$ cat src/clis_pkg.sv
// Package for the character LCD interface sequencer.
// Holds payload structs, opcode and register codes, bus constants and the
// controller/datapath command and status types. No dependencies.
package clis_pkg;

   typedef struct packed {
      logic [2:0] opcode;
      logic [7:0] value;
      logic [2:0] line;
      logic [7:0] column;
   } req_type;

   typedef struct packed {
      logic        reg_select;
      logic        enable;
      logic [7:0]  bus_value;
      logic [15:0] hold_us;
      logic        last;
   } rsp_type;

   localparam logic [2:0] OP_CMD      = 3'd0;
   localparam logic [2:0] OP_CHAR     = 3'd1;
   localparam logic [2:0] OP_CURSOR   = 3'd2;
   localparam logic [2:0] OP_INIT     = 3'd3;
   localparam logic [2:0] OP_CLEAR    = 3'd4;
   localparam logic [2:0] OP_SHUTDOWN = 3'd5;

   localparam int unsigned CSR_IDX_W = 3;
   localparam int unsigned CSR_DATA_W = 8;
   localparam logic [CSR_IDX_W-1:0] CSR_FOUR_BIT  = 3'd0;
   localparam logic [CSR_IDX_W-1:0] CSR_FSET_8BIT = 3'd1;
   localparam logic [CSR_IDX_W-1:0] CSR_FSET_4BIT = 3'd2;
   localparam logic [CSR_IDX_W-1:0] CSR_ENTRY     = 3'd3;
   localparam logic [CSR_IDX_W-1:0] CSR_DISP      = 3'd4;

   localparam logic [7:0] RST_FSET_8BIT = 8'h38;
   localparam logic [7:0] RST_FSET_4BIT = 8'h28;
   localparam logic [7:0] RST_ENTRY     = 8'h06;
   localparam logic [7:0] RST_DISP      = 8'h0C;

   localparam logic [7:0] WAKE_BYTE  = 8'h30;
   localparam logic [7:0] WAKE_NIB   = 8'h03;
   localparam logic [7:0] NIB_4BIT   = 8'h02;
   localparam logic [7:0] CLEAR_CMD  = 8'h01;
   localparam logic [7:0] OFF_CMD    = 8'h08;
   localparam logic [3:0] NIB_MASK   = 4'hF;

   localparam logic [2:0] LINE_1 = 3'd1;
   localparam logic [2:0] LINE_2 = 3'd2;
   localparam logic [2:0] LINE_3 = 3'd3;
   localparam logic [2:0] LINE_4 = 3'd4;
   localparam logic [7:0] BASE_1 = 8'h80;
   localparam logic [7:0] BASE_2 = 8'hC0;
   localparam logic [7:0] BASE_3 = 8'h90;
   localparam logic [7:0] BASE_4 = 8'hD0;

   localparam logic [15:0] HOLD_STROBE = 16'd1;
   localparam logic [15:0] HOLD_POWER  = 16'd40000;
   localparam logic [15:0] HOLD_SETTLE = 16'd40;
   localparam logic [15:0] HOLD_LONG   = 16'd2000;

   typedef enum logic [3:0] {
      S_IDLE,
      S_DECODE,
      S_WAIT,
      S_WAKE,
      S_NIB,
      S_FSET,
      S_ENTRY,
      S_DISP,
      S_CLEAR,
      S_USER,
      S_OFF
   } state_type;

   typedef enum logic [3:0] {
      SRC_REQ,
      SRC_WAIT,
      SRC_WAKE8,
      SRC_WAKE4,
      SRC_NIB2,
      SRC_FSET,
      SRC_ENTRY,
      SRC_DISP,
      SRC_CLEAR,
      SRC_OFF
   } src_type;

   typedef struct packed {
      logic       capture;
      logic       emit;
      src_type    src;
      logic [1:0] phase;
      logic       last;
   } cmd_type;

   typedef struct packed {
      logic [2:0] op;
      logic       line_ok;
      logic       mode4;
      logic       out_free;
   } sts_type;

endpackage

$ cat src/clis_ctrl.sv
// Controller state machine of the character LCD interface sequencer.
// Walks each request through its pin-state steps. Depends on clis_pkg.
module clis_ctrl (
   input  logic              clock,
   input  logic              reset,
   input  logic              req_valid,
   output logic              req_stall,
   input  clis_pkg::sts_type sts,
   output clis_pkg::cmd_type cmd
);
   import clis_pkg::*;

   state_type  state_ff, state_in;
   logic [1:0] phase_ff, phase_in;
   logic [1:0] wake_ff, wake_in;
   logic       shut_ff, shut_in;
   logic [1:0] last_phase;
   logic       step_done;

   always_ff @(posedge clock) begin
      if (reset) begin
         state_ff <= S_IDLE;
         phase_ff <= 2'd0;
         wake_ff  <= 2'd0;
         shut_ff  <= 1'b0;
      end else begin
         state_ff <= state_in;
         phase_ff <= phase_in;
         wake_ff  <= wake_in;
         shut_ff  <= shut_in;
      end
   end

   always_comb begin
      state_in    = state_ff;
      phase_in    = phase_ff;
      wake_in     = wake_ff;
      shut_in     = shut_ff;
      req_stall   = 1'b1;
      cmd.capture = 1'b0;
      cmd.emit    = 1'b0;
      cmd.src     = SRC_REQ;
      cmd.phase   = phase_ff;
      cmd.last    = 1'b0;
      last_phase  = sts.mode4 ? 2'd3 : 2'd1;

      case (state_ff)
         S_WAIT:   begin cmd.src = SRC_WAIT;  last_phase = 2'd0; end
         S_WAKE:   begin
            cmd.src = sts.mode4 ? SRC_WAKE4 : SRC_WAKE8;
            if (sts.mode4) begin
               last_phase = 2'd1;
            end
         end
         S_NIB:    begin cmd.src = SRC_NIB2;  last_phase = 2'd1; end
         S_FSET:   cmd.src = SRC_FSET;
         S_ENTRY:  cmd.src = SRC_ENTRY;
         S_DISP:   cmd.src = SRC_DISP;
         S_CLEAR:  cmd.src = SRC_CLEAR;
         S_OFF:    cmd.src = SRC_OFF;
         default:  cmd.src = SRC_REQ;
      endcase

      step_done = sts.out_free && (phase_ff == last_phase);

      case (state_ff)
         S_IDLE: begin
            req_stall   = 1'b0;
            cmd.capture = req_valid;
            if (req_valid) begin
               state_in = S_DECODE;
            end
         end
         S_DECODE: begin
            phase_in = 2'd0;
            wake_in  = 2'd0;
            shut_in  = 1'b0;
            case (sts.op)
               OP_CMD, OP_CHAR: state_in = S_USER;
               OP_CURSOR:       state_in = sts.line_ok ? S_USER : S_IDLE;
               OP_INIT:         state_in = S_WAIT;
               OP_CLEAR:        state_in = S_CLEAR;
               OP_SHUTDOWN: begin
                  state_in = S_CLEAR;
                  shut_in  = 1'b1;
               end
               default:         state_in = S_IDLE;
            endcase
         end
         default: begin
            cmd.emit = sts.out_free;
            if (sts.out_free) begin
               phase_in = phase_ff + 2'd1;
            end
            case (state_ff)
               S_USER:  cmd.last = phase_ff == last_phase;
               S_CLEAR: cmd.last = (phase_ff == last_phase) && !shut_ff;
               S_OFF:   cmd.last = phase_ff == last_phase;
               default: cmd.last = 1'b0;
            endcase
            if (step_done) begin
               phase_in = 2'd0;
               case (state_ff)
                  S_WAIT: state_in = S_WAKE;
                  S_WAKE: begin
                     if (wake_ff == 2'd2) begin
                        state_in = sts.mode4 ? S_NIB : S_FSET;
                     end else begin
                        wake_in = wake_ff + 2'd1;
                     end
                  end
                  S_NIB:   state_in = S_FSET;
                  S_FSET:  state_in = S_ENTRY;
                  S_ENTRY: state_in = S_DISP;
                  S_DISP:  state_in = S_CLEAR;
                  S_CLEAR: state_in = shut_ff ? S_OFF : S_IDLE;
                  default: state_in = S_IDLE;
               endcase
            end
         end
      endcase
   end

endmodule

$ cat src/clis_dp.sv
// Datapath of the character LCD interface sequencer.
// Holds the setup registers, the captured request and the result register.
// Depends on clis_pkg.
module clis_dp (
   input  logic                                clock,
   input  logic                                reset,
   input  logic                                csr_wr_en,
   input  logic [clis_pkg::CSR_IDX_W-1:0]      csr_index,
   input  logic [clis_pkg::CSR_DATA_W-1:0]     csr_wr_data,
   input  clis_pkg::req_type                   req_payload,
   output logic                                rsp_valid,
   input  logic                                rsp_stall,
   output clis_pkg::rsp_type                   rsp_payload,
   input  clis_pkg::cmd_type                   cmd,
   output clis_pkg::sts_type                   sts
);
   import clis_pkg::*;

   logic       four_ff;
   logic [7:0] fset8_ff, fset4_ff, entry_ff, disp_ff;
   logic [2:0] op_ff;
   logic       line_ok_ff, line_ok_in;
   logic       mode4_ff;
   logic       rs_ff;
   logic [7:0] byte_ff, byte_in;
   logic       rsp_valid_ff;
   rsp_type    rsp_ff, rsp_in;
   logic [7:0] base;
   logic [7:0] b;
   logic [15:0] tail;
   logic       is_strobe;

   always_ff @(posedge clock) begin
      if (reset) begin
         four_ff  <= 1'b0;
         fset8_ff <= RST_FSET_8BIT;
         fset4_ff <= RST_FSET_4BIT;
         entry_ff <= RST_ENTRY;
         disp_ff  <= RST_DISP;
      end else if (csr_wr_en) begin
         case (csr_index)
            CSR_FOUR_BIT:  four_ff  <= csr_wr_data[0];
            CSR_FSET_8BIT: fset8_ff <= csr_wr_data;
            CSR_FSET_4BIT: fset4_ff <= csr_wr_data;
            CSR_ENTRY:     entry_ff <= csr_wr_data;
            CSR_DISP:      disp_ff  <= csr_wr_data;
            default:       ;
         endcase
      end
   end

   always_comb begin
      line_ok_in = 1'b1;
      case (req_payload.line)
         LINE_1:  base = BASE_1;
         LINE_2:  base = BASE_2;
         LINE_3:  base = BASE_3;
         LINE_4:  base = BASE_4;
         default: begin
            base       = BASE_1;
            line_ok_in = 1'b0;
         end
      endcase
      byte_in = (req_payload.opcode == OP_CURSOR) ? base + req_payload.column
                                                  : req_payload.value;
   end

   always_ff @(posedge clock) begin
      if (cmd.capture) begin
         op_ff      <= req_payload.opcode;
         line_ok_ff <= line_ok_in;
         mode4_ff   <= four_ff;
         rs_ff      <= req_payload.opcode == OP_CHAR;
         byte_ff    <= byte_in;
      end
   end

   always_comb begin
      case (cmd.src)
         SRC_WAKE8: b = WAKE_BYTE;
         SRC_WAKE4: b = WAKE_NIB;
         SRC_NIB2:  b = NIB_4BIT;
         SRC_FSET:  b = mode4_ff ? fset4_ff : fset8_ff;
         SRC_ENTRY: b = entry_ff;
         SRC_DISP:  b = disp_ff;
         SRC_CLEAR: b = CLEAR_CMD;
         SRC_OFF:   b = OFF_CMD;
         default:   b = byte_ff;
      endcase
      is_strobe = (cmd.src == SRC_WAKE4) || (cmd.src == SRC_NIB2);
      if (is_strobe) begin
         tail = HOLD_STROBE + HOLD_LONG;
      end else if ((cmd.src == SRC_WAKE8) || (cmd.src == SRC_CLEAR)) begin
         tail = HOLD_STROBE + HOLD_SETTLE + HOLD_LONG;
      end else begin
         tail = HOLD_STROBE + HOLD_SETTLE;
      end

      rsp_in.reg_select = (cmd.src == SRC_REQ) ? rs_ff : 1'b0;
      rsp_in.enable     = !cmd.phase[0];
      rsp_in.last       = cmd.last;
      if (cmd.src == SRC_WAIT) begin
         rsp_in.enable    = 1'b0;
         rsp_in.bus_value = 8'h00;
         rsp_in.hold_us   = HOLD_POWER;
      end else if (is_strobe || !mode4_ff) begin
         rsp_in.bus_value = b;
         rsp_in.hold_us   = cmd.phase[0] ? tail : HOLD_STROBE;
      end else begin
         rsp_in.bus_value = cmd.phase[1] ? {4'h0, b[3:0] & NIB_MASK}
                                         : {4'h0, b[7:4] & NIB_MASK};
         rsp_in.hold_us   = (cmd.phase == 2'd3) ? tail : HOLD_STROBE;
      end
   end

   always_ff @(posedge clock) begin
      if (reset) begin
         rsp_valid_ff <= 1'b0;
      end else if (cmd.emit) begin
         rsp_valid_ff <= 1'b1;
      end else if (!rsp_stall) begin
         rsp_valid_ff <= 1'b0;
      end
   end

   always_ff @(posedge clock) begin
      if (cmd.emit) begin
         rsp_ff <= rsp_in;
      end
   end

   assign rsp_valid    = rsp_valid_ff;
   assign rsp_payload  = rsp_ff;
   assign sts.op       = op_ff;
   assign sts.line_ok  = line_ok_ff;
   assign sts.mode4    = mode4_ff;
   assign sts.out_free = !rsp_valid_ff || !rsp_stall;

endmodule

$ cat src/char_lcd_interface_sequencer_top.sv
// Each request is accepted in the idle state, decoded in the decode state, then
// yields one pin state per cycle while the result side keeps up: a 4-bit init
// is 25 pin states; a request with no output goes back to idle. The controller
// sequences one request at a time and stalls the request side until its last
// pin state is placed in the output register. Top level of the sequencer;
// depends on clis_pkg, clis_ctrl and clis_dp.
module char_lcd_interface_sequencer_top (
   input  logic                            clock,
   input  logic                            reset,
   input  logic                            csr_wr_en,
   input  logic [clis_pkg::CSR_IDX_W-1:0]  csr_index,
   input  logic [clis_pkg::CSR_DATA_W-1:0] csr_wr_data,
   input  logic                            req_valid,
   output logic                            req_stall,
   input  clis_pkg::req_type               req_payload,
   output logic                            rsp_valid,
   input  logic                            rsp_stall,
   output clis_pkg::rsp_type               rsp_payload
);
   import clis_pkg::*;

   cmd_type cmd;
   sts_type sts;

   clis_ctrl u_ctrl (
      .clock     (clock),
      .reset     (reset),
      .req_valid (req_valid),
      .req_stall (req_stall),
      .sts       (sts),
      .cmd       (cmd)
   );

   clis_dp u_dp (
      .clock       (clock),
      .reset       (reset),
      .csr_wr_en   (csr_wr_en),
      .csr_index   (csr_index),
      .csr_wr_data (csr_wr_data),
      .req_payload (req_payload),
      .rsp_valid   (rsp_valid),
      .rsp_stall   (rsp_stall),
      .rsp_payload (rsp_payload),
      .cmd         (cmd),
      .sts         (sts)
   );

   a_busy_after_accept: assert property (@(posedge clock) disable iff (reset)
      req_valid && !req_stall |=> req_stall)
      else $error("request side not stalled after transfer");

   a_strobe_hold: assert property (@(posedge clock) disable iff (reset)
      rsp_valid && rsp_payload.enable |-> rsp_payload.hold_us == HOLD_STROBE)
      else $error("enable high pin state with wrong hold");

   a_last_low: assert property (@(posedge clock) disable iff (reset)
      rsp_valid && rsp_payload.last |-> !rsp_payload.enable)
      else $error("final pin state leaves enable high");

   a_emit_free: assert property (@(posedge clock) disable iff (reset)
      cmd.emit |-> sts.out_free)
      else $error("emit into occupied output register");

endmodule

$ cat config.mk
export PLATFORM = sky130hd
export DESIGN_NAME = char_lcd_interface_sequencer_top
export DESIGN_NICKNAME = d
export VERILOG_FILES = /design/src/clis_pkg.sv /design/src/clis_ctrl.sv /design/src/clis_dp.sv /design/src/char_lcd_interface_sequencer_top.sv
export SDC_FILE = /design/constraint.sdc
export NUM_CORES = 1
export LEC_CHECK = 0
export ABC_AREA = 1
export BUFFER_PORTS_ARGS = -buffer_cell sky130_fd_sc_hd__buf_2
export CAP_MARGIN = 10
export CORE_ASPECT_RATIO = 1.75
export CORE_MARGIN = 3
export CORE_UTILIZATION = 50
export DETAILED_ROUTE_END_ITERATION = 16
export PLACE_DENSITY = 0.86
export SLEW_MARGIN = 20
export SYNTH_ARGS = -nofsm -noshare
export SYNTH_HDL_FRONTEND = slang
export SYNTH_SLANG_ARGS = --single-unit
$ cat constraint.sdc
create_clock -name clock -period 1.7 [get_ports clock]
set_input_delay 0.34 -clock clock [delete_from_list [all_inputs] [get_ports clock]]
set_output_delay 0.34 -clock clock [all_outputs]
set_load 0.02 [all_outputs]
==> impl_metrics.prom <==
# TYPE chip_impl_metric gauge
chip_impl_info{name="run_status",value="complete, but fails checks"} 1
chip_impl_info{name="violations",value="negative setup slack"} 1
chip_impl_metric{name="synth-compound-area-share",unit="%"} 11.9
chip_impl_metric{name="fmax",unit="MHz"} 569
chip_impl_metric{name="placementRows",unit=""} 40
chip_impl_metric{name="grt_overflow",unit=""} 0
chip_impl_metric{name="dr.first_iter.drc_count",unit=""} 345
chip_impl_info{name="cp-end-kind",value="flop"} 1
chip_impl_info{name="critPathLaunchType",value="flop"} 1
chip_impl_metric{name="synth-seq-cells",unit=""} 73
chip_impl_metric{name="clk_transition_reported_paths",unit="ps"} 60
chip_impl_metric{name="synth_cell_types",unit=""} 40
chip_impl_metric{name="core_area",unit="um^2"} 6910
chip_impl_metric{name="fin_worst_hold_slack",unit="ps"} 188
chip_impl_info{name="root_buffer",value="clkbuf_16"} 1
chip_impl_metric{name="initial_utilization",unit="%"} 51.8
chip_impl_metric{name="synth_fa_ha_area_share",unit="%"} 1.75
chip_impl_metric{name="crit_path_max_fanout",unit=""} 6
chip_impl_info{name="largest_family_of_logic_cells_by_synthesized_area",value="simple AND/OR/NAND/NOR gates"} 1
chip_impl_metric{name="synth_sequential_area_ratio",unit="%"} 49.2
chip_impl_metric{name="total_power",unit="W"} 0.00821
chip_impl_metric{name="finalClockSkew",unit="ps"} 6.05
chip_impl_metric{name="worst_slack",unit="ps"} -57.3
chip_impl_metric{name="via_density",unit=""} 5.60
chip_impl_metric{name="die_height",unit="um"} 118
chip_impl_metric{name="syn_area",unit="um^2"} 3580
chip_impl_metric{name="floorplan.die.width",unit="um"} 70.0
chip_impl_metric{name="syn-instance-count",unit=""} 455
chip_impl_metric{name="fin_crit",unit="ps"} 1760
chip_impl_info{name="synth_top_cell_by_area",value="edfxtp_1"} 1
chip_impl_metric{name="count_of_flip_flops_with_a_built_in_enable_after_synthesis",unit=""} 30
chip_impl_metric{name="final_cycle_share",unit="%"} 103
chip_impl_metric{name="final_cell_area",unit="um^2"} 4670
chip_impl_metric{name="grt_start_max_net_pins",unit=""} 41
chip_impl_metric{name="synth.top_cell.area_share",unit="%"} 25.2
chip_impl_info{name="unrepaired_setup_endpoints_after_global_routing",value="yes"} 1
chip_impl_metric{name="routabilityCongestion",unit=""} 1.03
chip_impl_metric{name="setup_viol",unit=""} 5
chip_impl_metric{name="postPlaceCellArea",unit="um^2"} 4100
chip_impl_metric{name="dp_cells",unit=""} 610
chip_impl_metric{name="n_antenna_cell",unit=""} 0
chip_impl_metric{name="hold_viol",unit=""} 0
chip_impl_metric{name="power.static_leakage",unit="nW"} 2.20
chip_impl_info{name="synth_commonest_cells",value="98 x nand2_1, 70 x nor2_1, 51 x inv_1"} 1
chip_impl_metric{name="die_area",unit="um^2"} 8250
chip_impl_metric{name="dr_total_vias",unit=""} 3569
chip_impl_info{name="hp-class",value="in -> reg"} 1
chip_impl_metric{name="cts.hold.buffers_added",unit=""} 0
chip_impl_metric{name="final-instance-count-excl-fill",unit=""} 637
chip_impl_info{name="cts_tree",value="yes"} 1
chip_impl_metric{name="htree_levels",unit=""} 3
chip_impl_metric{name="worst_skew_pair.late_latency",unit="ps"} 350
chip_impl_metric{name="antenna_found_initial",unit=""} 0
chip_impl_metric{name="vdd_drop_max",unit="mV"} 0.922
chip_impl_info{name="cells_taking_the_most_area_after_synthesis",value="edfxtp_1 25%, dfxtp_1 24%, nand2_1 10%"} 1
chip_impl_metric{name="post_synth.cell_area_avg",unit="um^2"} 7.87
chip_impl_metric{name="antenna_left",unit=""} 0
chip_impl_metric{name="power_density",unit="nW/um^2"} 1760
chip_impl_metric{name="yosys.area_share.xor_xnor",unit="%"} 0.734
chip_impl_metric{name="worstPathRequired",unit="ps"} 1960
chip_impl_info{name="synth.most_common_cell",value="nand2_1"} 1
chip_impl_metric{name="cts-buffers-inserted",unit=""} 9
chip_impl_metric{name="dp.final_hpwl",unit="mm"} 6.93
chip_impl_metric{name="final_core_utilization",unit="%"} 67.7
chip_impl_metric{name="clockBufferDepth",unit=""} 2
chip_impl_info{name="synth-main-ff-cell",value="dfxtp_1"} 1
chip_impl_metric{name="place.port_buffers",unit=""} 62
chip_impl_metric{name="tritoncts_num_sinks",unit=""} 73
chip_impl_metric{name="slew_violations",unit=""} 0
chip_impl_metric{name="cap_violations",unit=""} 0
chip_impl_metric{name="routed_wirelength",unit="mm"} 10.6
chip_impl_metric{name="ioPinCount",unit=""} 67
chip_impl_metric{name="global_route.usage.total",unit="%"} 23.4
chip_impl_metric{name="post-route-drc-count",unit=""} 0
chip_impl_metric{name="route.detailed.wl_per_inst",unit="um"} 16.6
chip_impl_metric{name="final_layout_size_suffix_gt1_share",unit="%"} 29.5
chip_impl_metric{name="yosys.area_share.simple",unit="%"} 26.7
chip_impl_metric{name="crit_arrival",unit="ps"} 2020
chip_impl_metric{name="1st_pass_router_iterations",unit=""} 5
chip_impl_metric{name="async_reset_ff_share",unit="%"} 0
chip_impl_metric{name="multiplexer_share_of_the_synthesized_area",unit="%"} 0.280
chip_impl_info{name="path_class",value="reg -> reg"} 1
chip_impl_metric{name="first_global_vias",unit=""} 3327
chip_impl_metric{name="num-nets-final",unit=""} 591
chip_impl_metric{name="yosysWarnings",unit=""} 0
chip_impl_metric{name="wire_length_of_the_first_global_routing_pass",unit="mm"} 15.1
chip_impl_metric{name="areaGrowthSynthToFinish",unit="%"} 30.5
[critical path: stages, from the launching register on]
cell and delay [ps]:
dfxtp_4 410, nand2_2 110, inv_1 160, nand2_1 120, nand4_1 130, nand2_2 80, nand4_4 120, nand2_4 90
buf_4 150, nand4_1 60, nand2_1 80, nor2_1 160
[cell usage in the layout (no fill, tap or decap), types with 2 or more instances in the layout]
cell,instances
o21ai_1,4
nand4_4,2
conb_1,4
nand2_2,9
inv_2,8
o21ai_0,34
clkbuf_1,2
a31oi_1,3
o211a_1,2
nand3_1,23
o21ai_2,2
inv_1,47
o31ai_1,2
buf_12,2
dfxtp_1,39
nand2_4,5
nor2_4,9
clkinv_1,3
nor2_1,61
nand4_1,6
ha_1,5
o22ai_1,2
buf_6,3
nor2_2,5
edfxtp_1,30
a21oi_1,19
nor3_1,8
dfxtp_4,3
nand2_1,89
buf_2,62
buf_4,30
inv_4,2
clkbuf_16,9
[power breakdown]
part           switching [W]  leakage [nW]  internal, W
sequential          0.000225         0.639      0.00238
clock               0.000687         0.142      0.00116
combinational        0.00240          1.42      0.00135
total                0.00331          2.20      0.00490
[repair_timing]
action | CTS | global route
gates resized for setup | 13 | 44
pin swaps | 3 | 17
endpoints found under the hold margin | 0 | 0
buffers inserted | 4 | 7
endpoints found under the setup margin | 9 | 17
[per-stage QoR]
stage	worst slack [ps]	setup TNS, ps
6_report	-57.3	-123
5_1_grt	-175	-671
4_1_cts	0.741	0
3_5_place_dp	-93.4	-190
3_3_place_gp	4.71	0
2_1_floorplan	8.94	0
[routing by layer]
metal,part of all wire (%),track usage [%],up-vias,wire length (um)
met4,8.1,15.7,0,861
li1,-,-,1660,-
met2,51,41.5,246,5420
met1,33,23.1,1580,3470
met3,7.9,6.41,83,837
met5,0,0,-,0
[final timing paths]
kind	from	cells past startpoint	endpoint	slack, ps
worst max-delay path	u_ctrl.state_ff[0]	11	u_ctrl.state_ff[1]	-60
worst min-delay path	req_payload[19]	1	u_dp.op_ff[0]	190
worst max register to register	u_ctrl.state_ff[0]	11	u_ctrl.state_ff[1]	-60
worst min register to register	u_dp.four_ff	0	u_dp.mode4_ff	430
[sequential cells by signal, summed over array words and instances (netlist names)]
signal and cells:
u_dp.rsp_payload 16, u_dp.byte_ff 8, u_dp.disp_ff 8, u_dp.entry_ff 8, u_dp.fset4_ff 8, u_dp.fset8_ff 8
u_ctrl.state_ff 4, u_dp.op_ff 3, u_ctrl.phase_ff 2, u_ctrl.wake_ff 2, u_ctrl.shut_ff 1, u_dp.four_ff 1
u_dp.line_ok_ff 1, u_dp.mode4_ff 1, u_dp.rs_ff 1, u_dp.rsp_valid 1
[layout make-up]
type	instances	area [um^2]
tap	84	105
clock inverter	4	42.5
fill	503	2230
multi-input combinational	309	1670
sequential	73	1770
inverter	58	223
timing repair buffer	97	609
clock buffer	12	246
[logic make-up (layout without fill, tap and decap cells)]
group / Yosys count / after routing
and+or+nand+nor: 220 / 220
AOI/OAI and AO/OA: 76 / 76
buffers and inverters: 76 / 171
DFF: 73 / 73
adders and majority gates: 5 / 5
xor gates and xnor gates: 3 / 3
other: 1 / 4
muxes: 1 / 1
Power figures use the tool's default switching activity.
